## src/rtl/sspr_pkg.sv

```systemverilog
`timescale 1ns / 1ps

package sspr_pkg;

    typedef enum logic [1:0] {
        PH_IDLE = 2'd0,
        PH_HEAD = 2'd1,
        PH_BODY = 2'd2
    } phase_t;

    localparam logic [1:0] OP_ARM  = 2'd0;
    localparam logic [1:0] OP_BYTE = 2'd1;
    localparam logic [1:0] OP_TICK = 2'd2;
    // unused op code, ignored by the receiver
    localparam logic [1:0] OP_RSVD = 2'd3;

    localparam logic [1:0] ST_OK      = 2'd0;
    localparam logic [1:0] ST_CSUM    = 2'd1;
    localparam logic [1:0] ST_TIMEOUT = 2'd2;

    localparam logic       CFG_HEADER_TIMEOUT = 1'b0;
    localparam logic       CFG_BODY_TIMEOUT   = 1'b1;

    localparam logic [15:0] HEADER_TIMEOUT_RST = 16'd1000;
    localparam logic [15:0] BODY_TIMEOUT_RST   = 16'd100;

    // index of the length byte, which closes the header
    localparam logic [8:0] LEN_INDEX = 9'd3;
    localparam logic [8:0] SUM_START = 9'd2;
    localparam logic [8:0] BODY_OFS  = 9'd3;

    typedef struct packed {
        logic       byte_valid;
        logic [8:0] byte_index;
        logic [7:0] byte_value;
        logic       packet_done;
        logic [1:0] status;
        logic       busy_res;
    } result_t;

endpackage

```

## src/rtl/sspr_engine.sv

```systemverilog
`timescale 1ns / 1ps

module sspr_engine
    import sspr_pkg::*;
(
    input  logic        clk,
    input  logic        rst_n,
    input  logic        fire,
    input  logic [1:0]  op,
    input  logic [7:0]  rx_byte,
    input  logic [15:0] header_timeout,
    input  logic [15:0] body_timeout,
    output result_t     res
);

    phase_t      phase_reg, phase_next;
    logic [8:0]  count_reg, count_next;
    logic [7:0]  len_reg, len_next;
    logic [7:0]  sum_reg, sum_next;
    logic [15:0] tick_reg, tick_next;

    logic [15:0] tick_inc;
    logic [15:0] limit;
    logic        timed_out;
    logic        last_body;
    logic        len_zero;

    assign tick_inc  = (tick_reg == 16'hFFFF) ? tick_reg : tick_reg + 16'd1;
    assign limit     = (phase_reg == PH_HEAD) ? header_timeout : body_timeout;
    assign timed_out = (tick_inc >= limit);
    assign last_body = (count_reg >= ({1'b0, len_reg} + BODY_OFS));
    assign len_zero  = (rx_byte == 8'd0);

    // next phase
    always_comb
    begin
        phase_next = phase_reg;
        unique case (op)
            OP_ARM:
            begin
                phase_next = PH_HEAD;
            end
            OP_TICK:
            begin
                if (phase_reg != PH_IDLE && timed_out)
                    phase_next = PH_IDLE;
            end
            OP_BYTE:
            begin
                unique case (phase_reg)
                    PH_HEAD:
                    begin
                        if (count_reg >= LEN_INDEX)
                            phase_next = len_zero ? PH_IDLE : PH_BODY;
                    end
                    PH_BODY:
                    begin
                        if (last_body)
                            phase_next = PH_IDLE;
                    end
                    default: phase_next = phase_reg;
                endcase
            end
            default: phase_next = phase_reg;
        endcase
    end

    // datapath and result
    always_comb
    begin
        count_next = count_reg;
        len_next   = len_reg;
        sum_next   = sum_reg;
        tick_next  = tick_reg;
        res        = '0;
        case (op)
            OP_ARM:
            begin
                count_next = '0;
                len_next   = '0;
                sum_next   = '0;
                tick_next  = '0;
            end
            OP_TICK:
            begin
                if (phase_reg != PH_IDLE)
                begin
                    tick_next = tick_inc;
                    if (timed_out)
                    begin
                        res.packet_done = 1'b1;
                        res.status      = ST_TIMEOUT;
                    end
                end
            end
            OP_BYTE:
            begin
                if (phase_reg != PH_IDLE)
                begin
                    res.byte_valid = 1'b1;
                    res.byte_index = count_reg;
                    res.byte_value = rx_byte;
                    tick_next      = '0;
                    count_next     = count_reg + 9'd1;
                    if (phase_reg == PH_HEAD)
                    begin
                        if (count_reg >= SUM_START)
                            sum_next = sum_reg + rx_byte;
                        if (count_reg >= LEN_INDEX)
                        begin
                            len_next = rx_byte;
                            if (len_zero)
                            begin
                                res.packet_done = 1'b1;
                                res.status      = ST_CSUM;
                            end
                        end
                    end
                    else if (last_body)
                    begin
                        res.packet_done = 1'b1;
                        res.status      = (~sum_reg == rx_byte) ? ST_OK : ST_CSUM;
                    end
                    else
                    begin
                        sum_next = sum_reg + rx_byte;
                    end
                end
            end
            default: ;
        endcase
        res.busy_res = (phase_next != PH_IDLE);
    end

    always_ff @(posedge clk or negedge rst_n)
    begin
        if (!rst_n)
        begin
            phase_reg <= PH_IDLE;
            count_reg <= '0;
            len_reg   <= '0;
            sum_reg   <= '0;
            tick_reg  <= '0;
        end
        else if (fire)
        begin
            phase_reg <= phase_next;
            count_reg <= count_next;
            len_reg   <= len_next;
            sum_reg   <= sum_next;
            tick_reg  <= tick_next;
        end
    end

endmodule

```

## src/rtl/servo_status_packet_receiver_core.sv

```systemverilog
`timescale 1ns / 1ps

// Servo status packet receiver.
// Input channel (in_valid / in_stall) carries one request per item: op selects
// arm (start a new packet), a received byte in rx_byte, or a timer tick.
// Output channel (out_valid / out_stall) returns exactly one result per request:
// the echoed byte with its packet index, a done flag with status (ok, checksum
// error, timeout) and the busy flag after that request.
// An accepted request lands in the input register; its result is registered
// into the result register as soon as that register is free or being taken
// by the receiver.
// Throughput: one request per cycle unless stalled, set by the single pass from
// the input register through the packet state logic into the result register.
// When the receiver stalls, the result register holds and the input register
// holds its request; in_stall rises only while both are occupied. Reset empties
// both registers, returns the receiver to idle with cleared counters and
// restores the timeouts to 1000 header ticks and 100 body ticks. The user must
// write timeouts via cfg_we / cfg_index / cfg_data only while idle, unenforced.
module servo_status_packet_receiver_core
    import sspr_pkg::*;
(
    input  logic        clk,
    input  logic        rst_n,
    input  logic        in_valid,
    output logic        in_stall,
    input  logic [1:0]  op,
    input  logic [7:0]  rx_byte,
    output logic        out_valid,
    input  logic        out_stall,
    output logic        byte_valid,
    output logic [8:0]  byte_index,
    output logic [7:0]  byte_value,
    output logic        packet_done,
    output logic [1:0]  status,
    output logic        busy_res,
    input  logic        cfg_we,
    input  logic        cfg_index,
    input  logic [15:0] cfg_data
);

    logic [15:0] hdr_to_reg;
    logic [15:0] body_to_reg;

    logic        in_vld_reg;
    logic [1:0]  op_reg;
    logic [7:0]  rx_reg;

    logic        out_vld_reg;
    result_t     res_reg;
    result_t     res_next;

    logic        advance;
    logic        fire;

    // advance the pipe when the result slot is empty or being taken
    assign advance  = !out_vld_reg || !out_stall;
    assign fire     = in_vld_reg && advance;
    assign in_stall = in_vld_reg && !advance;

    // configuration registers
    always_ff @(posedge clk or negedge rst_n)
    begin
        if (!rst_n)
        begin
            hdr_to_reg  <= HEADER_TIMEOUT_RST;
            body_to_reg <= BODY_TIMEOUT_RST;
        end
        else if (cfg_we)
        begin
            unique case (cfg_index)
                CFG_HEADER_TIMEOUT: hdr_to_reg  <= cfg_data;
                CFG_BODY_TIMEOUT:   body_to_reg <= cfg_data;
                default: ;
            endcase
        end
    end

    // input register: take a request whenever the slot is free or drains
    always_ff @(posedge clk or negedge rst_n)
    begin
        if (!rst_n)
            in_vld_reg <= 1'b0;
        else if (!in_stall)
            in_vld_reg <= in_valid;
    end

    always_ff @(posedge clk)
    begin
        if (!in_stall && in_valid)
        begin
            op_reg <= op;
            rx_reg <= rx_byte;
        end
    end

    sspr_engine u_engine (
        .clk            (clk),
        .rst_n          (rst_n),
        .fire           (fire),
        .op             (op_reg),
        .rx_byte        (rx_reg),
        .header_timeout (hdr_to_reg),
        .body_timeout   (body_to_reg),
        .res            (res_next)
    );

    // result register
    always_ff @(posedge clk or negedge rst_n)
    begin
        if (!rst_n)
            out_vld_reg <= 1'b0;
        else if (advance)
            out_vld_reg <= in_vld_reg;
    end

    always_ff @(posedge clk)
    begin
        if (fire)
            res_reg <= res_next;
    end

    assign out_valid   = out_vld_reg;
    assign byte_valid  = res_reg.byte_valid;
    assign byte_index  = res_reg.byte_index;
    assign byte_value  = res_reg.byte_value;
    assign packet_done = res_reg.packet_done;
    assign status      = res_reg.status;
    assign busy_res    = res_reg.busy_res;

    // a finished packet leaves the receiver idle
    a_done_idle: assert property (@(posedge clk) disable iff (!rst_n)
        (out_vld_reg && res_reg.packet_done) |-> !res_reg.busy_res)
        else $error("packet done while still busy");

    // status is only reported with a done flag
    a_status_done: assert property (@(posedge clk) disable iff (!rst_n)
        (out_vld_reg && !res_reg.packet_done) |-> (res_reg.status == ST_OK))
        else $error("status without packet done");

    // a timeout never comes with a stored byte
    a_timeout_nobyte: assert property (@(posedge clk) disable iff (!rst_n)
        (out_vld_reg && res_reg.status == ST_TIMEOUT) |-> !res_reg.byte_valid)
        else $error("timeout reported on a byte request");

    // input slot stalls only while the result slot is held
    a_stall_cause: assert property (@(posedge clk) disable iff (!rst_n)
        in_stall |-> (out_vld_reg && in_vld_reg))
        else $error("input stalled with free result slot");

endmodule
```

## config.mk

```make
export PLATFORM = sky130hd
export DESIGN_NAME = servo_status_packet_receiver_core
export DESIGN_NICKNAME = d
export VERILOG_FILES = /design/src/rtl/sspr_pkg.sv /design/src/rtl/sspr_engine.sv /design/src/rtl/servo_status_packet_receiver_core.sv
export SDC_FILE = /design/constraint.sdc
export NUM_CORES = 1
export LEC_CHECK = 0
export CAP_MARGIN = 20
export CORE_ASPECT_RATIO = 1.25
export CORE_MARGIN = 2
export CORE_UTILIZATION = 60
export DETAILED_ROUTE_END_ITERATION = 6
export DONT_BUFFER_PORTS = 1
export PLACE_DENSITY = 0.76
export SETUP_SLACK_MARGIN = 0.05
export SYNTH_ARGS = -nofsm -noshare
export SYNTH_HDL_FRONTEND = slang
export SYNTH_SLANG_ARGS = --single-unit
```

## constraint.sdc

```tcl
create_clock -name clk -period 3.9 [get_ports clk]
set_input_delay 0.78 -clock clk [delete_from_list [all_inputs] [get_ports clk]]
set_output_delay 0.78 -clock clk [all_outputs]
set_load 0.01 [all_outputs]
```

==> results.cfg, run 1 <==
[placement]
routabilityCongestion = 0.8970
portBuffers = 0
dpl.hpwl_um = 9137
place_area_um2 = 6130

[worst_setup_path]
crit_top_cell = nand4_1
critPathKind = reg -> reg
cp.required_ps = 3980
cp-end-kind = register
start_kind = register
slowest_delay_ps = 620
worstPathMaxFanout = 6
crit_arrival_ps = 3650
crit_chain = nand4_1, nor4_2, and3_1, mux2_1, ha_1, nand4_1, a2111oi_0, a21o_1, a22o_1, o2111ai_1
crit_slowest_cell = a2111oi_0

[routing]
drtPass1Iterations = 4
routed_via_density = 6.232
dr_total_vias = 4132
wl_per_cell_um = 18.86
antenna_left = 0
drcViolationCount = 0
drt_iter0_markers = 235
routed_wl_um = 12500

[clocking]
clkTransAtPathRegs_ps = 80
postCtsSetupBuffers = 0
clkLatencyLatePin_ps = 350
tritoncts = built
clock_sinks = 109
cts_buffers = 9
h-tree-depth = 3
clockBufferDepth = 2
cts_hold_buf = 0
cts_resized = 0
clockRootBuffer = clkbuf_16

[layout]
diodes = 0
filler_cell_count = 728
fin_util_pct = 66.28
drive_gt1_share_pct = 13.78
nets = 609
syn_to_final_growth_pct = 6.945
final_area_um2 = 6435

[worst_hold_path]
hp-class = in -> async

[yosys]
ys_seq_area_share_pct = 48.18
synth_flop_cell = dfrtp_1
synth_fp_nets = 608
postSynth.asyncResetShare_pct = 70.64
synth.avg_cell_area_um2 = 11.33
synth_area_um2 = 6017
synth_warnings = 0
synth-edff-count = 32
synth-seq-cells = 109
ys_types = 63
synthCells = 531

[pwr]
total_power_mw = 3.205
ir_drop_mv = 0.2666
leakage_nw = 2.729
powerDensity_nw_per_um2 = 498.1

[global_routing]
grt-ovfl-total = 0
grt_antenna_before_repair = 0
grt_pass1_vias = 4279
grt_max_degree = 78
grt_usage_pct = 24.33
grt_pass1_wl_um = 20380

[sta]
report.final.hold_viol_count = 0
fmax_mhz = 279.7
finClkSkew_ps = 7.069
max-slew-margin-rel_pct = 51.69
final.setup.tns_ps = 0
post-route-period-util_pct = 91.68
finalMaxSlewViolations = 0
period_minus_slack_ps = 3575
worst_pin_slew_ps = 722.9
setup_viol = 0
grt_setup_unrepaired = no

[status]
outcome = finished, final reports clean

[floorplanning]
core_um2 = 9709
ios = 56
die_area_um2 = 10850
dieHeight_um = 116.0
start_util_pct = 61.97
dieWidth_um = 93.57
row_count = 40

[job]
drv_cap = 0
-- cell type report --
| class | count | area (µm²) | share of cell area (%) |
|---|---|---|---|
| clock buffers | 11 | 252.7 | 3.928 |
| clock inverters | 5 | 52.55 | 0.8166 |
| inverters | 21 | 78.83 | 1.225 |
| multi-input cells | 388 | 2972 | 46.18 |
| flip-flops and latches | 109 | 2899 | 45.05 |
| well taps | 126 | 157.7 | 2.450 |
| repair buffers | 3 | 22.52 | 0.3500 |
-- report_power, final --
group	switching [mW]	leakage, nW	internal, mW
Clock	0.434	0.149	0.483
Combinational	0.454	1.29	0.373
Sequential	0.127	1.29	1.33
Total	1.01	2.73	2.19
-- kinds of logic after synthesis --
kind of cell | count (synthesis) | synth area share, %
AO/OA/AOI/OAI | 115 | 13.35
XOR/XNOR | 26 | 3.785
adder cells (fa/ha/maj) | 45 | 9.482
buffers and inverters | 34 | 2.433
flip-flops | 109 | 48.18
multiplexers | 53 | 9.545
AND/OR/NAND/NOR | 149 | 13.22
-- final timing paths --
check | from | endpoint | slack [ps] | cells past startpoint
worst max-delay path | u_engine.tick_reg[5]$_DFFE_PN0P_ | busy_res$_DFFE_PP_ | 320 | 10
worst min-delay path | rst_n | u_engine.count_reg[2]$_DFFE_PN0P_ | 120 | 0
worst max register to register | u_engine.tick_reg[5]$_DFFE_PN0P_ | busy_res$_DFFE_PP_ | 320 | 10
worst min register to register | in_vld_reg$_DFFE_PN0N_ | out_valid$_DFFE_PN0N_ | 500 | 1
max in group asynchronous | rst_n | hdr_to_reg[7]$_DFFE_PN1P_ | 3530 | 0
min in group clk | in_vld_reg$_DFFE_PN0N_ | out_valid$_DFFE_PN0N_ | 500 | 1
-- synth_stat cells (2+ instances only) --
master      n  area share, %
nor2b_1     5           0.52
nand2b_1    4           0.42
edfxtp_1   32             16
and3_1      4           0.42
xor2_1      8            1.2
nor4_1      2           0.21
nand2_1    40            2.5
clkbuf_1    7           0.44
a31oi_1     5           0.52
or2_1       4           0.42
nand4_1     9           0.94
o22ai_1     2           0.21
mux2_2     33            6.2
inv_1      20            1.2
dfrtp_1    68             28
and2_1     18            1.9
nand3_1    16            1.3
a21o_1      9            1.1
mux2i_1    18            3.0
buf_2       3           0.25
a211oi_1    2           0.25
o21ai_1    14            1.2
or3_1       6           0.62
nand3b_1    2           0.25
ha_1       44            9.1
o21a_1      6           0.75
o21ai_0     5           0.42
o211ai_1    2           0.25
nor3_1      8           0.67
o2111ai_1   4           0.58
a22oi_1     2           0.25
buf_6       2           0.37
a21oi_1    30            2.5
dfstp_2     9            3.9
nor2_1     22            1.4
xnor2_1    18            2.6
a22o_1     21            3.1
mux2_1      2           0.37
-- per-layer routing --
metal	share of wire [%]	track usage, %
met1	39	27.08
met2	54	45.47
met3	4.5	4.226
met4	3.1	10.53
met5	0	0
-- cells in the final DEF (no fill, tap or decap), types with 3 or more instances in the layout --
master,count
a21o_1,9
a21oi_1,30
a22o_1,21
a31oi_1,5
and2_1,18
and3_1,4
buf_4,3
clkbuf_16,9
dfrtp_1,68
dfstp_2,9
edfxtp_1,32
ha_1,44
inv_1,20
mux2_2,33
mux2i_1,18
nand2_1,40
nand2b_1,4
nand3_1,16
nand4_1,9
nor2_1,22
nor2b_1,5
nor3_1,8
o2111ai_1,4
o21a_1,6
o21ai_0,5
o21ai_1,14
or2_1,4
or3_1,6
xnor2_1,18
xor2_1,8
-- worst max-delay path: cells and delay by family, from the launching register on --
family,cells,cell delay [ps]
flops,1,440
mux,1,330
compound gates,4,1100
simple gates,4,1110
fa+ha+maj,1,320
-- per-stage QoR --
step | std cells | worst slack [ps] | hold WS, ps
4_1_cts | 663 | 420.0 | 115.0
6_report | 663 | 324.5 | 118.3
5_1_grt | 663 | 160.6 | 106.9
3_3_place_gp | 647 | 483.5 | 450.5
2_1_floorplan | 531 | 808.1 | 440.7
3_5_place_dp | 647 | 459.0 | 487.9
Note: power is estimated with default switching activity, not from simulation.
==> run 2, diff against run 1 <==
--- a/config.mk
+++ b/config.mk
@@ -5,6 +5,7 @@
 export SDC_FILE = /design/constraint.sdc
 export NUM_CORES = 1
 export LEC_CHECK = 0
+export ABC_AREA = 1
 export CAP_MARGIN = 20
 export CORE_ASPECT_RATIO = 1.25
 export CORE_MARGIN = 2
==> run 2 against run 1 <==
  * Die area rose by 0.88%
  * Synthesized area rose by 0.91%
  * Fmax rose by 15%
  * Clock-buffer cell count rose by 1
  * Synthesized cell count rose by 31%
  * Setup slack improved by 460 ps
  * Design area rose by 1.6%
  * Combinational power rose by 2%
  * Final cell count rose by 25%
  * Register-to-register slack improved by 460 ps
  * Power rose by 2.5%
  * Routed wire length rose by 2.7%
  * Critical endpoint unchanged
==> results.cfg, run 2 <==
[status]
outcome = finished, final reports clean

[yosys]
postSynth.asyncResetShare_pct = 70.64
synth-seq-cells = 109
ys_types = 44
synthCells = 694
synth.top_cell.area_share_pct = 28.02
yosysMostFrequentCell = nand2_1
ys_seq_area_share_pct = 47.74
synth-edff-count = 32
synth_common_cells = 145 x nand2_1, 108 x inv_1, 68 x dfrtp_1, 56 x nor2_1, 55 x o21ai_0
synth_area_um2 = 6072
synth_warnings = 0
yosysTopAreaCell = dfrtp_1
synth_flop_cell = dfrtp_1
synth_fp_nets = 771
synth.avg_cell_area_um2 = 8.749
synth.area.top_cells = dfrtp_1 28%, edfxtp_1 16%, ha_1 9.1%

[sta]
post-route-period-util_pct = 79.81
period_minus_slack_ps = 3113
grt_setup_unrepaired = no
fmax_mhz = 321.3
finalMaxSlewViolations = 0
max-slew-margin-rel_pct = 30.62
report.final.hold_viol_count = 0
holdWs_ps = 124.8
finClkSkew_ps = 9.136
setup_viol = 0
worst_pin_slew_ps = 1040
final.setup.tns_ps = 0

[floorplanning]
ios = 56
row_count = 41
start_util_pct = 61.01
dieWidth_um = 93.98
core_um2 = 9952
die_area_um2 = 10950
dieHeight_um = 116.5

[global_routing]
grt_max_degree = 78
grt-ovfl-total = 0
grt_pass1_wl_um = 21340
grt_usage_pct = 25.04
grt_antenna_before_repair = 0
grt_pass1_vias = 4683

[pwr]
powerDensity_nw_per_um2 = 502.3
ir_drop_mv = 0.3015
leakage_nw = 3.176

[clocking]
cts_resized = 0
postCtsSetupBuffers = 0
h-tree-depth = 3
tritoncts = built
clockRootBuffer = clkbuf_16
clock_sinks = 109
clockBufferDepth = 2
cts_hold_buf = 0
clkLatencyLatePin_ps = 340
cts_buffers = 9
clkTransAtPathRegs_ps = 70

[worst_setup_path]
worstPathMaxFanout = 8
critPathKind = reg -> reg
r2r-start = u_engine.tick_reg[1]$_DFFE_PN0P_
critPathLaunch = u_engine.tick_reg[1]$_DFFE_PN0P_
start_kind = register
crit_arrival_ps = 3210
cp-end-kind = register
cp.required_ps = 4000

[routing]
drcViolationCount = 0
dr_total_vias = 4662
drt_iter0_markers = 242
routed_wl_um = 12850
wl_per_cell_um = 15.48
drtPass1Iterations = 5
antenna_left = 0
routed_via_density = 5.617

[layout]
drive_gt1_share_pct = 7.133
diodes = 0
final_cell_mix = 145 x nand2_1, 108 x inv_1, 68 x dfrtp_1
nets = 773
layout_commonest_cell = nand2_1
syn_to_final_growth_pct = 7.665
fin_util_pct = 65.69

[worst_hold_path]
hp-class = in -> async

[placement]
routabilityCongestion = 0.9239
portBuffers = 0
dpl.hpwl_um = 9481

[job]
drv_cap = 0
-- run 2: changes by cell type in the layout (fill, tap and decap cells not counted), sizes merged, moves of 24 or more --
cell	change
nand3	+24
mux2	-34
inv	+86
nor2	+40
nand2	+109
o21ai	+40
-- run 2: worst paths after layout --
check	to	slack, ps	cells past startpoint
max in group asynchronous	body_to_reg[5]$_DFFE_PN1P_	3580	0
hold / removal	u_engine.count_reg[8]$_DFFE_PN0P_	120	0
hold reg to reg	body_to_reg[4]$_DFFE_PN0P_	480	2
min in group clk	body_to_reg[4]$_DFFE_PN0P_	480	2
setup / recovery	busy_res$_DFFE_PP_	790	22
setup reg to reg	busy_res$_DFFE_PP_	790	22
-- run 2: kinds of logic after synthesis --
family                     share of synthesized area (%)
adders and majority gates                          9.396
DFF                                                47.74
muxes                                              2.658
xor gates and xnor gates                           3.029
and+or+nand+nor                                    19.72
AOI/OAI and AO/OA                                  9.767
buffers and inverters                              7.686
-- run 2: stage by stage --
step | cell area, µm² | setup slack (ps) | std cells | total power [mW]
2_1_floorplan | 6072 | 1105 | 694 | 2.102
3_3_place_gp | 6195 | 936.1 | 814 | 2.269
3_5_place_dp | 6195 | 831.9 | 814 | 2.312
4_1_cts | 6538 | 810.5 | 830 | 3.306
5_1_grt | 6538 | 399.6 | 830 | 3.492
6_report | 6538 | 787.5 | 830 | 3.284
-- run 2: power breakdown --
group          internal [mW]  switching (mW)  total [mW]  leakage, nW
combinational          0.319           0.524       0.843         1.70
sequential              1.34           0.118        1.46         1.31
clock                  0.560           0.425       0.985        0.168
total                   2.22            1.07        3.28         3.18
-- run 2: cell type report --
type / instances / area [µm²]
flip-flops and latches: 109 / 2899
repair buffers: 2 / 15.01
multi-input cells: 464 / 2706
clock buffers: 12 / 300.3
fillers: 802 / 3415
well taps: 129 / 161.4
inverters: 110 / 412.9
clock inverters: 4 / 42.54
-- run 2: metal layers --
metal  track usage [%]  up-vias  routed length, µm
li1                  -     2280                  -
met1             27.61     2217               4921
met2             46.29      128               6886
met3             4.581       37                548
met4             11.98        0                488
met5                 0        -                  0
-- run 2: worst max-delay path: stages, from the launching register on --
cell and delay, ps:
dfrtp_1 440, ha_1 240, nand3_2 110, nor2_2 130, nand3b_2 130, nor2_1 270
inv_1 200, o21bai_1 220, inv_1 70, ha_1 290, nand2_1 60, nand2_1 50
nand2_1 50, nand2_1 50, nand2_1 40, nand2_1 60, nand2_1 40, nand3_1 100
nand2_1 80, nand2_1 60, nand3_1 90, nand2_1 70, nand2_1 40
